<file path="src/sv/sb2dec_pkg.sv">
// Package for the signed binary to decimal ASCII converter.
// Holds character constants, microcode types and the microcode program.
// No dependencies.
`default_nettype none

package sb2dec_pkg;

  localparam int IN_WIDTH = 64;
  localparam int DEF_NUMBER_WIDTH = 64;

  typedef logic [7:0] char_t;

  localparam char_t CHAR_ZERO  = 8'd48;
  localparam char_t CHAR_MINUS = 8'd45;

  localparam int STEP_W = 3;
  typedef logic [STEP_W-1:0] step_t;

  typedef enum logic [2:0] {
    OP_IDLE,
    OP_DABBLE,
    OP_SKIP,
    OP_SIGN,
    OP_EMIT
  } uop_t;

  typedef enum logic [2:0] {
    C_START,
    C_MORE_BITS,
    C_LEAD_ZERO,
    C_NEVER,
    C_MORE_DIGITS
  } ucond_t;

  typedef struct packed {
    uop_t   op;
    ucond_t cond;
    step_t  target;
    step_t  next;
  } uword_t;

  localparam step_t S_IDLE   = 3'd0;
  localparam step_t S_DABBLE = 3'd1;
  localparam step_t S_SKIP   = 3'd2;
  localparam step_t S_SIGN   = 3'd3;
  localparam step_t S_EMIT   = 3'd4;

  // Each step jumps to target when its condition holds, else goes to next.
  function automatic uword_t ucode_rom(input step_t pc);
    uword_t w;
    unique case (pc)
      S_IDLE:   w = '{op: OP_IDLE,   cond: C_START,       target: S_DABBLE, next: S_IDLE};
      S_DABBLE: w = '{op: OP_DABBLE, cond: C_MORE_BITS,   target: S_DABBLE, next: S_SKIP};
      S_SKIP:   w = '{op: OP_SKIP,   cond: C_LEAD_ZERO,   target: S_SKIP,   next: S_SIGN};
      S_SIGN:   w = '{op: OP_SIGN,   cond: C_NEVER,       target: S_SIGN,   next: S_EMIT};
      S_EMIT:   w = '{op: OP_EMIT,   cond: C_MORE_DIGITS, target: S_EMIT,   next: S_IDLE};
      default:  w = '{op: OP_IDLE,   cond: C_NEVER,       target: S_IDLE,   next: S_IDLE};
    endcase
    return w;
  endfunction

endpackage

`default_nettype wire

</file>
<file path="src/sv/signed_binary_to_decimal_ascii_top.sv">
// Signed binary to decimal ASCII converter, top level.
// Microcoded sequencer over a shift-and-add-3 datapath; uses sb2dec_pkg.
`default_nettype none

// A number is taken when start is high and busy is low. Its magnitude is
// converted by shift-and-add-3, one bit per cycle, then leading zero digits
// are dropped one per cycle, the sign is handled in its own step, and the
// characters follow on consecutive cycles, each on the out_ ports for one
// cycle with out_strobe high; out_last_char marks the final one. Every digit
// slot is either skipped or emitted; there are 19 digit slots at width 64.
// The last character is on the outputs in the first cycle with busy low, so
// the next number can be taken then. The receiver cannot stall the output.
module signed_binary_to_decimal_ascii_top #(
  parameter int NUMBER_WIDTH = sb2dec_pkg::DEF_NUMBER_WIDTH
) (
  input  wire logic                                   clk,
  input  wire logic                                   rst_n,
  input  wire logic                                   start,
  output logic                                        busy,
  input  wire logic signed [sb2dec_pkg::IN_WIDTH-1:0] in_number,
  output logic                                        out_strobe,
  output sb2dec_pkg::char_t                           out_char_code,
  output logic                                        out_last_char
);
  import sb2dec_pkg::*;

  // Decimal digits of 2^(NUMBER_WIDTH-1), the largest magnitude.
  localparam int NDIG  = ((NUMBER_WIDTH - 1) * 30103) / 100000 + 1;
  localparam int BCD_W = 4 * NDIG;
  localparam int BC_W  = $clog2(NUMBER_WIDTH + 1);
  localparam int DC_W  = $clog2(NDIG + 1);

  step_t                   pc_r, pc_nxt;
  logic [NUMBER_WIDTH-1:0] bin_r, bin_nxt;
  logic [BCD_W-1:0]        bcd_r, bcd_nxt;
  logic                    neg_r, neg_nxt;
  logic [BC_W-1:0]         bit_cnt_r, bit_cnt_nxt;
  logic [DC_W-1:0]         dig_cnt_r, dig_cnt_nxt;
  logic                    strobe_r, strobe_nxt;
  char_t                   char_r, char_nxt;
  logic                    last_r, last_nxt;

  uword_t                  uw;
  logic                    cond_ok;
  logic                    accept;
  logic [NUMBER_WIDTH-1:0] raw;
  logic [BCD_W-1:0]        bcd_adj;
  logic [3:0]              top_dig;
  logic                    lead_zero;

  assign uw        = ucode_rom(pc_r);
  assign busy      = (pc_r != S_IDLE);
  assign accept    = start && !busy;
  assign raw       = in_number[NUMBER_WIDTH-1:0];
  assign top_dig   = bcd_r[BCD_W-1 -: 4];
  assign lead_zero = (top_dig == 4'd0) && (dig_cnt_r != DC_W'(1));

  always_comb begin
    for (int i = 0; i < NDIG; i++) begin
      bcd_adj[4*i +: 4] = (bcd_r[4*i +: 4] >= 4'd5) ? bcd_r[4*i +: 4] + 4'd3
                                                    : bcd_r[4*i +: 4];
    end
  end

  always_comb begin
    unique case (uw.cond)
      C_START:       cond_ok = start;
      C_MORE_BITS:   cond_ok = (bit_cnt_r != BC_W'(1));
      C_LEAD_ZERO:   cond_ok = lead_zero;
      C_NEVER:       cond_ok = 1'b0;
      C_MORE_DIGITS: cond_ok = (dig_cnt_r != DC_W'(1));
      default:       cond_ok = 1'b0;
    endcase
  end

  always_comb begin
    pc_nxt      = cond_ok ? uw.target : uw.next;
    bin_nxt     = bin_r;
    bcd_nxt     = bcd_r;
    neg_nxt     = neg_r;
    bit_cnt_nxt = bit_cnt_r;
    dig_cnt_nxt = dig_cnt_r;
    strobe_nxt  = 1'b0;
    char_nxt    = char_r;
    last_nxt    = last_r;
    unique case (uw.op)
      OP_IDLE: begin
        if (accept) begin
          neg_nxt     = raw[NUMBER_WIDTH-1];
          bin_nxt     = raw[NUMBER_WIDTH-1] ? (~raw + NUMBER_WIDTH'(1)) : raw;
          bcd_nxt     = '0;
          bit_cnt_nxt = BC_W'(NUMBER_WIDTH);
          dig_cnt_nxt = DC_W'(NDIG);
        end
      end
      OP_DABBLE: begin
        bcd_nxt     = {bcd_adj[BCD_W-2:0], bin_r[NUMBER_WIDTH-1]};
        bin_nxt     = {bin_r[NUMBER_WIDTH-2:0], 1'b0};
        bit_cnt_nxt = bit_cnt_r - BC_W'(1);
      end
      OP_SKIP: begin
        if (lead_zero) begin
          bcd_nxt     = {bcd_r[BCD_W-5:0], 4'd0};
          dig_cnt_nxt = dig_cnt_r - DC_W'(1);
        end
      end
      OP_SIGN: begin
        if (neg_r) begin
          strobe_nxt = 1'b1;
          char_nxt   = CHAR_MINUS;
          last_nxt   = 1'b0;
        end
      end
      OP_EMIT: begin
        strobe_nxt  = 1'b1;
        char_nxt    = CHAR_ZERO + {4'd0, top_dig};
        last_nxt    = (dig_cnt_r == DC_W'(1));
        bcd_nxt     = {bcd_r[BCD_W-5:0], 4'd0};
        dig_cnt_nxt = dig_cnt_r - DC_W'(1);
      end
      default: begin
      end
    endcase
  end

  always_ff @(posedge clk) begin
    if (!rst_n) begin
      pc_r     <= S_IDLE;
      strobe_r <= 1'b0;
    end else begin
      pc_r     <= pc_nxt;
      strobe_r <= strobe_nxt;
    end
    bin_r     <= bin_nxt;
    bcd_r     <= bcd_nxt;
    neg_r     <= neg_nxt;
    bit_cnt_r <= bit_cnt_nxt;
    dig_cnt_r <= dig_cnt_nxt;
    char_r    <= char_nxt;
    last_r    <= last_nxt;
  end

  assign out_strobe    = strobe_r;
  assign out_char_code = char_r;
  assign out_last_char = last_r;

  // The final beat of a number coincides with the sequencer returning to idle.
  a_last_frees: assert property (@(posedge clk) disable iff (!rst_n)
    out_strobe && out_last_char |-> !busy)
    else $error("last character seen while still busy");

  a_accept_busy: assert property (@(posedge clk) disable iff (!rst_n)
    start && !busy |=> busy)
    else $error("accepted number did not raise busy");

  // Characters of one number come out on consecutive cycles.
  a_no_gap: assert property (@(posedge clk) disable iff (!rst_n)
    out_strobe && !out_last_char |=> out_strobe)
    else $error("gap inside a character run");

  a_char_code: assert property (@(posedge clk) disable iff (!rst_n)
    out_strobe |-> (out_char_code == CHAR_MINUS) ||
                   (out_char_code >= CHAR_ZERO && out_char_code <= CHAR_ZERO + 8'd9))
    else $error("character code out of range");

endmodule

`default_nettype wire
</file>
<file path="config.mk">
export PLATFORM = sky130hd
export DESIGN_NAME = signed_binary_to_decimal_ascii_top
export DESIGN_NICKNAME = d
export VERILOG_FILES = /design/src/sv/sb2dec_pkg.sv /design/src/sv/signed_binary_to_decimal_ascii_top.sv
export SDC_FILE = /design/constraint.sdc
export NUM_CORES = 1
export LEC_CHECK = 0
export ABC_AREA = 1
export BUFFER_PORTS_ARGS = -buffer_cell sky130_fd_sc_hd__buf_2
export CAP_MARGIN = 0
export CORE_MARGIN = 2
export CORE_UTILIZATION = 25
export DETAILED_ROUTE_END_ITERATION = 10
export GPL_TIMING_DRIVEN = 0
export RECOVER_POWER = 100
export SETUP_SLACK_MARGIN = 0.4
export SYNTH_ARGS = -nofsm -noshare
export SYNTH_HDL_FRONTEND = slang
export SYNTH_SLANG_ARGS = --single-unit
</file>
<file path="constraint.sdc">
create_clock -name clk -period 15.4 [get_ports clk]
set_clock_uncertainty 0.05 [all_clocks]
set_input_delay 1.54 -clock clk [delete_from_list [all_inputs] [get_ports clk]]
set_output_delay 1.54 -clock clk [all_outputs]
set_load 0.1 [all_outputs]
</file>
==> reports/metrics.yaml, run 1 <==
grt_use_total_pct: 14.4
hold_buffers: 0
nets: 1551
start_util_pct: 25.5
hold_viol: 0
clockBufferDepth: 2
p_comb_share_pct: 34.5
hold_depth: 2
grt_pass1_vias: 9354
rsz0062_at_grt: "no"
yosysSeqAreaShare_pct: 45.1
regToRegEndpoint: "bin_r[43]"
worstPathMaxFanout: 71
drv_slew: 72
path_clk_slew_ns: 0.06
hp-class: "reg -> reg"
violations: "max-capacitance violations, max-slew violations"
cts-buffers-inserted: 17
p_sw_share_pct: 37.9
grt_pass1_wl_mm: 50.0
max_freq_mhz: 175
status: "finished with violations"
p_leak_nw: 4.93
root_buffer: "clkbuf_16"
synthDistinctLibCells: 41
dieArea_sq_um: 44700
cts_sinks: 163
hold_slack_ns: 0.471
drt_iter0_drc: 649
fillCellCount: 4603
worst_ep_arrival_time_ns: 4.88
clock_latency_ns: 0.44
power.switching_mw: 0.728
num_io_pins: 78
cts_tree: "done"
drive_gt1_share_pct: 9.70
row_count: 75
cp-end-kind: "register"
hold_start: "bin_r[55]"
intPower_mw: 1.19
postSynthCellCount: 1339
cp_data_required_time_ns: 14.56
fin_crit_sh_pct: 37.1
die_height_um: 211
postCtsSetupBuffers: 0
grt_max_degree: 72
r2r_cells: 7
htreeDepth: 4
core_area_sq_um: 42200
drc_errors: 0
power_frac_clock_pct: 24.8
fin_tns_setup_ns: 0
ys_ff_latch: 163
cts_resized: 0
r2r_start: "pc_r[2]"
antenna_found_initial: 0
synthToLayoutAreaGrowth_pct: 14.9
yosysWarnings: 0
final_cell_mix: "339 x nand2_1, 165 x nor2_1, 159 x edfxtp_1"
finalWeightedCongestion: 0.944
dr.pass1.iters: 7
wl_per_cell_um: 15.9
ant_nets: 0
peakVddDrop_v: 0.0000874
avgSynthCellArea_sq_um: 8.03
max_slew_margin_pct: -111
cap_viol_max_count: 1
final_common_cell: "nand2_1"
rrSetupSlack_ns: 9.68
power_density_nw_per_um2: 156
grt-ovfl-total: 0
critPathKind: "reg -> reg"
worstMarginPinSlew_ns: 3.14
layout_min_cycle_time_ns: 5.72
seqPwrFrac_pct: 40.7
vias: 9509
antenna_cells: 0
viasPerCell: 4.77
syn-cell-area_sq_um: 10800
io_buffers: 74
worstHoldEndpoint: "bin_r[56]"
dieWidth_um: 211
drt_wl_total_mm: 31.8
dpl.hpwl_mm: 24.1
setup_viol: 0
start_kind: "register"
[per-layer routing]
layer / global-route usage [%] / up-vias / part of all wire (%)
met4: 3.55 / 0 / 1.8
li1: - / 4700 / -
met3: 2.28 / 36 / 6.5
met1: 19.4 / 4443 / 45
met2: 24.2 / 330 / 47
met5: 0 / - / 0
[state kept, by name, indices dropped and copies added (netlist names)]
| name | cells |
|---|---|
| bcd_r | 76 |
| dig_cnt_r | 5 |
| pc_r | 3 |
| out_last_char | 1 |
| bit_cnt_r | 7 |
| bin_r | 64 |
| neg_r | 1 |
| out_char_code | 5 |
| out_strobe | 1 |
[power by group through the flow]
| stage | Sequential, mW | Combinational [mW] | Clock [mW] |
|---|---|---|---|
| after floorplan | 0.775 | 0.485 | 0 |
| after CTS | 0.776 | 0.683 | 0.484 |
| after global placement | 0.800 | 0.642 | 0 |
| after global routing | 0.801 | 0.756 | 0.502 |
| final | 0.781 | 0.663 | 0.477 |
| after detailed placement | 0.783 | 0.679 | 0 |
[worst max path at each step]
stage / startpoint / end / slack, ns / cells after the start
floorplan: start / bcd_r[0] / 7.75 / 4
global placement: start / bcd_r[12] / 4.91 / 5
detailed placement: start / bcd_r[16] / 11.61 / 9
CTS: start / bcd_r[5] / 12.06 / 9
global route: pc_r[2] / bin_r[45] / 9.03 / 7
finish: pc_r[2] / bin_r[43] / 9.68 / 7
[metrics by stage]
step	power (mW)	instance area (sq um)	worst slack, ns	cells	util, %
after floorplan	1.26	10800	7.75	1340	-
after global placement	1.44	11800	4.91	1953	28.0
after detailed placement	1.46	11900	11.61	1960	28.2
after CTS	1.94	12500	12.06	1992	29.7
after global routing	2.06	12400	9.03	1992	29.3
final	1.92	12400	9.68	1992	29.3
[critical path: stages (launching register included)]
cell and delay (ns):
dfxtp_1 0.36, nor2_1 0.09, nand2_1 0.32, inv_1 0.27, clkbuf_1 0.42, clkbuf_1 0.37, nor2_1 0.20, clkinvlp_2 2.37
[logic make-up after synthesis]
logic type / synth area share, %
buffers and inverters: 7.10
AOI/OAI and AO/OA: 11.3
xor gates and xnor gates: 3.58
DFF: 45.1
adders and majority gates: 5.12
and+or+nand+nor: 27.7
other: 0.0698
[synth_stat cells (all sizes together)]
| cell | n | share of area [%] |
|---|---|---|
| xnor2 | 12 | 0.98 |
| nand2 | 346 | 12 |
| o31ai | 2 | 0.14 |
| buf | 34 | 1.7 |
| edfxtp | 159 | 44 |
| dfxtp | 4 | 0.74 |
| nor3 | 7 | 0.33 |
| nor4 | 2 | 0.12 |
| ha | 44 | 5.1 |
| o22ai | 26 | 1.5 |
| o211ai | 5 | 0.35 |
| nand4 | 19 | 1.1 |
| a21oi | 24 | 1.3 |
| nand3 | 101 | 4.9 |
| clkbuf | 6 | 0.21 |
| conb | 2 | 0.070 |
| xor2 | 32 | 2.6 |
| nand3b | 7 | 0.60 |
| a31oi | 3 | 0.17 |
| or2 | 23 | 1.3 |
| o21ai | 140 | 6.7 |
| o32ai | 15 | 1.2 |
| nor2 | 178 | 6.8 |
| inv | 148 | 5.2 |
[layout make-up]
type,instances,area (sq um),share of cell area (%)
clock inverter,14,209,1.69
inverter,148,557,4.51
clock buffer,18,429,3.47
timing repair buffer,81,383,3.10
sequential,163,4850,39.3
buffer,40,169,1.37
tap,539,674,5.46
multi-input combinational,989,5080,41.1
No activity file was read; power rests on OpenSTA's default activity.
==> inputs of run 2 (changes only) <==
==> constraint.sdc (replaced) <==
create_clock -name clk -period 5.8 [get_ports clk]
set_clock_uncertainty 0.05 [all_clocks]
set_input_delay 0.58 -clock clk [delete_from_list [all_inputs] [get_ports clk]]
set_output_delay 0.58 -clock clk [all_outputs]
set_load 0.1 [all_outputs]
==> reports/metrics.yaml, run 2 (synthesis gave the netlist of run 1 again) <==
status: "finished with violations"
violations: "max-capacitance violations, max-slew violations"
rsz0062_at_grt: "no"
grt-ovfl-total: 0  # unchanged
io_buffers: 74  # unchanged
htreeDepth: 4  # unchanged
dr.pass1.iters: 6  # -1
core_area_sq_um: 42200  # unchanged
synthToLayoutAreaGrowth_pct: 15.3
p_leak_nw: 4.96  # +0.51%
drv_slew: 72  # unchanged
hp-class: "in -> reg"
dieWidth_um: 211  # unchanged
hold_viol: 0  # unchanged
drt_iter0_drc: 878  # +35%
cts_tree: "done"
r2r_start: "pc_r[2]"
largest_register: "bcd_r"
fin_tns_setup_ns: 0  # unchanged
hold_buffers: 0  # unchanged
dieArea_sq_um: 44700  # unchanged
seqPwrFrac_pct: 41.1  # +0.4 points
start_kind: "register"
layout_min_cycle_time_ns: 4.00  # -1.72 ns
viasPerCell: 4.83  # +1.3%
layout_setup_ws_ns: 1.80  # -7.88 ns
cap_viol_max_count: 1  # unchanged
power_frac_clock_pct: 23.0  # -1.8 points
nets: 1548  # -0.19%
dpl_worst_slack_ns: 2.86  # -8.75 ns
start_util_pct: 25.5  # unchanged
cts-buffers-inserted: 17  # unchanged
top_regs: "bcd_r (76), bin_r (64), bit_cnt_r (7)"
hold_start: "rst_n"
peakVddDrop_v: 0.000212  # +140%
hold_depth: 3  # +1
regToRegEndpoint: "bin_r[9]"
final_cell_mix: "335 x nand2_1, 164 x nor2_1, 159 x edfxtp_1"
finalWeightedCongestion: 0.929  # -1.6%
final_common_cell: "nand2_1"
drc_errors: 0  # unchanged
r2r_cells: 7  # unchanged
rrSetupSlack_ns: 1.80  # -7.88 ns
p_sw_share_pct: 38.4  # +0.57 points
fin_crit_sh_pct: 69.0  # +32 points
dpl.hpwl_mm: 24.1  # -0.10%
path_clk_slew_ns: 0.06  # about the same
worstPathMaxFanout: 71  # unchanged
cp_data_required_time_ns: 5.79  # -8.77 ns
grt_pass1_vias: 9283  # -0.76%
worstHoldEndpoint: "pc_r[0]"
max_slew_margin_pct: -3.50  # +110 points
largest_reg_flops: 76  # unchanged
num_io_pins: 78  # unchanged
clock_latency_ns: 0.44  # about the same
root_buffer: "clkbuf_16"
power.total_mw: 5.02  # +160%
postCtsSetupBuffers: 0  # unchanged
power_density_nw_per_um2: 405  # +160%
wl_per_cell_um: 16.0  # +0.51%
cts_resized: 0  # unchanged
worst_ep_arrival_time_ns: 3.99  # -0.89 ns
intPower_mw: 3.09  # +160%
row_count: 75  # unchanged
drive_gt1_share_pct: 11.1  # +1.4 points
grt_use_total_pct: 14.5  # +0.057 points
power.switching_mw: 1.93  # +170%
max_freq_mhz: 250  # +43%
vias: 9614  # +1.1%
grt_pass1_wl_mm: 50.3  # +0.77%
cp-end-kind: "register"
clockBufferDepth: 2  # unchanged
critPathKind: "reg -> reg"
antenna_cells: 0  # unchanged
die_height_um: 211  # unchanged
worstMarginPinSlew_ns: 1.55  # -1.59 ns
ant_nets: 0  # unchanged
antenna_found_initial: 0  # unchanged
drt_wl_total_mm: 31.9  # +0.36%
cts_sinks: 163  # unchanged
p_comb_share_pct: 35.9  # +1.4 points
setup_viol: 0  # unchanged
grt_max_degree: 72  # unchanged
-- run 2: cell count changes in the layout (fill, tap and decap cells not counted), sizes merged --
cell	previous run	this run
clkbuf	66	55
bufinv	5	3
inv	147	148
clkinvlp	2	0
buf	73	84
-- run 2: final cells by class --
| class | count | area, sq um |
|---|---|---|
| buffer | 40 | 189 |
| clock buffer | 21 | 440 |
| clock inverter | 11 | 135 |
| fill | 4577 | 29800 |
| inverter | 148 | 556 |
| multi-input combinational | 989 | 5140 |
| sequential | 163 | 4850 |
| tap | 539 | 674 |
| timing repair buffer | 78 | 409 |
-- run 2: through the flow --
step           utilization [%]  hold WS, ns  instances  instance area, sq um
3_3_place_gp              28.0        0.452       1953                 11800
2_1_floorplan                -        0.445       1340                 10800
4_1_cts                   29.5        0.320       1989                 12500
3_5_place_dp              28.2        0.458       1957                 11900
5_1_grt                   29.4        0.325       1989                 12400
6_report                  29.4        0.333       1989                 12400
-- run 2: worst max path at each step --
stage / startpoint / end / slack [ns] / cells past startpoint
3_3_place_gp: pc_r[1] / bcd_r[11] / -0.39 / 7
2_1_floorplan: dig_cnt_r[0] / bcd_r[0] / 1.39 / 6
3_5_place_dp: pc_r[1] / bcd_r[12] / 2.86 / 10
4_1_cts: pc_r[1] / bcd_r[26] / 2.84 / 10
5_1_grt: pc_r[1] / bin_r[24] / 1.48 / 7
6_report: pc_r[2] / bin_r[9] / 1.80 / 7
-- run 2: power by group through the flow --
| stage | logic, mW | registers (mW) | clock network [mW] |
|---|---|---|---|
| floorplan | 1.29 | 2.04 | 0 |
| global placement | 1.70 | 2.10 | 0 |
| detailed placement | 1.82 | 2.08 | 0 |
| CTS | 1.84 | 2.06 | 1.17 |
| global route | 2.06 | 2.12 | 1.22 |
| finish | 1.80 | 2.07 | 1.16 |
-- run 2: routing by layer --
metal	GRT usage, %	wire length [um]	share of wire, %
met1	19.3	14100	44
met2	24.0	15100	47
met4	4.25	654	2.1
met3	2.40	2070	6.5
met5	0	0	0
-- run 2: worst max-delay path, cell delays in order, from the launching register on --
cell,delay [ns]
dfxtp_1,0.34
nor2_1,0.20
nand2_1,0.29
inv_1,0.36
clkbuf_1,0.62
clkbuf_1,0.47
nor2_1,0.12
inv_2,1.12
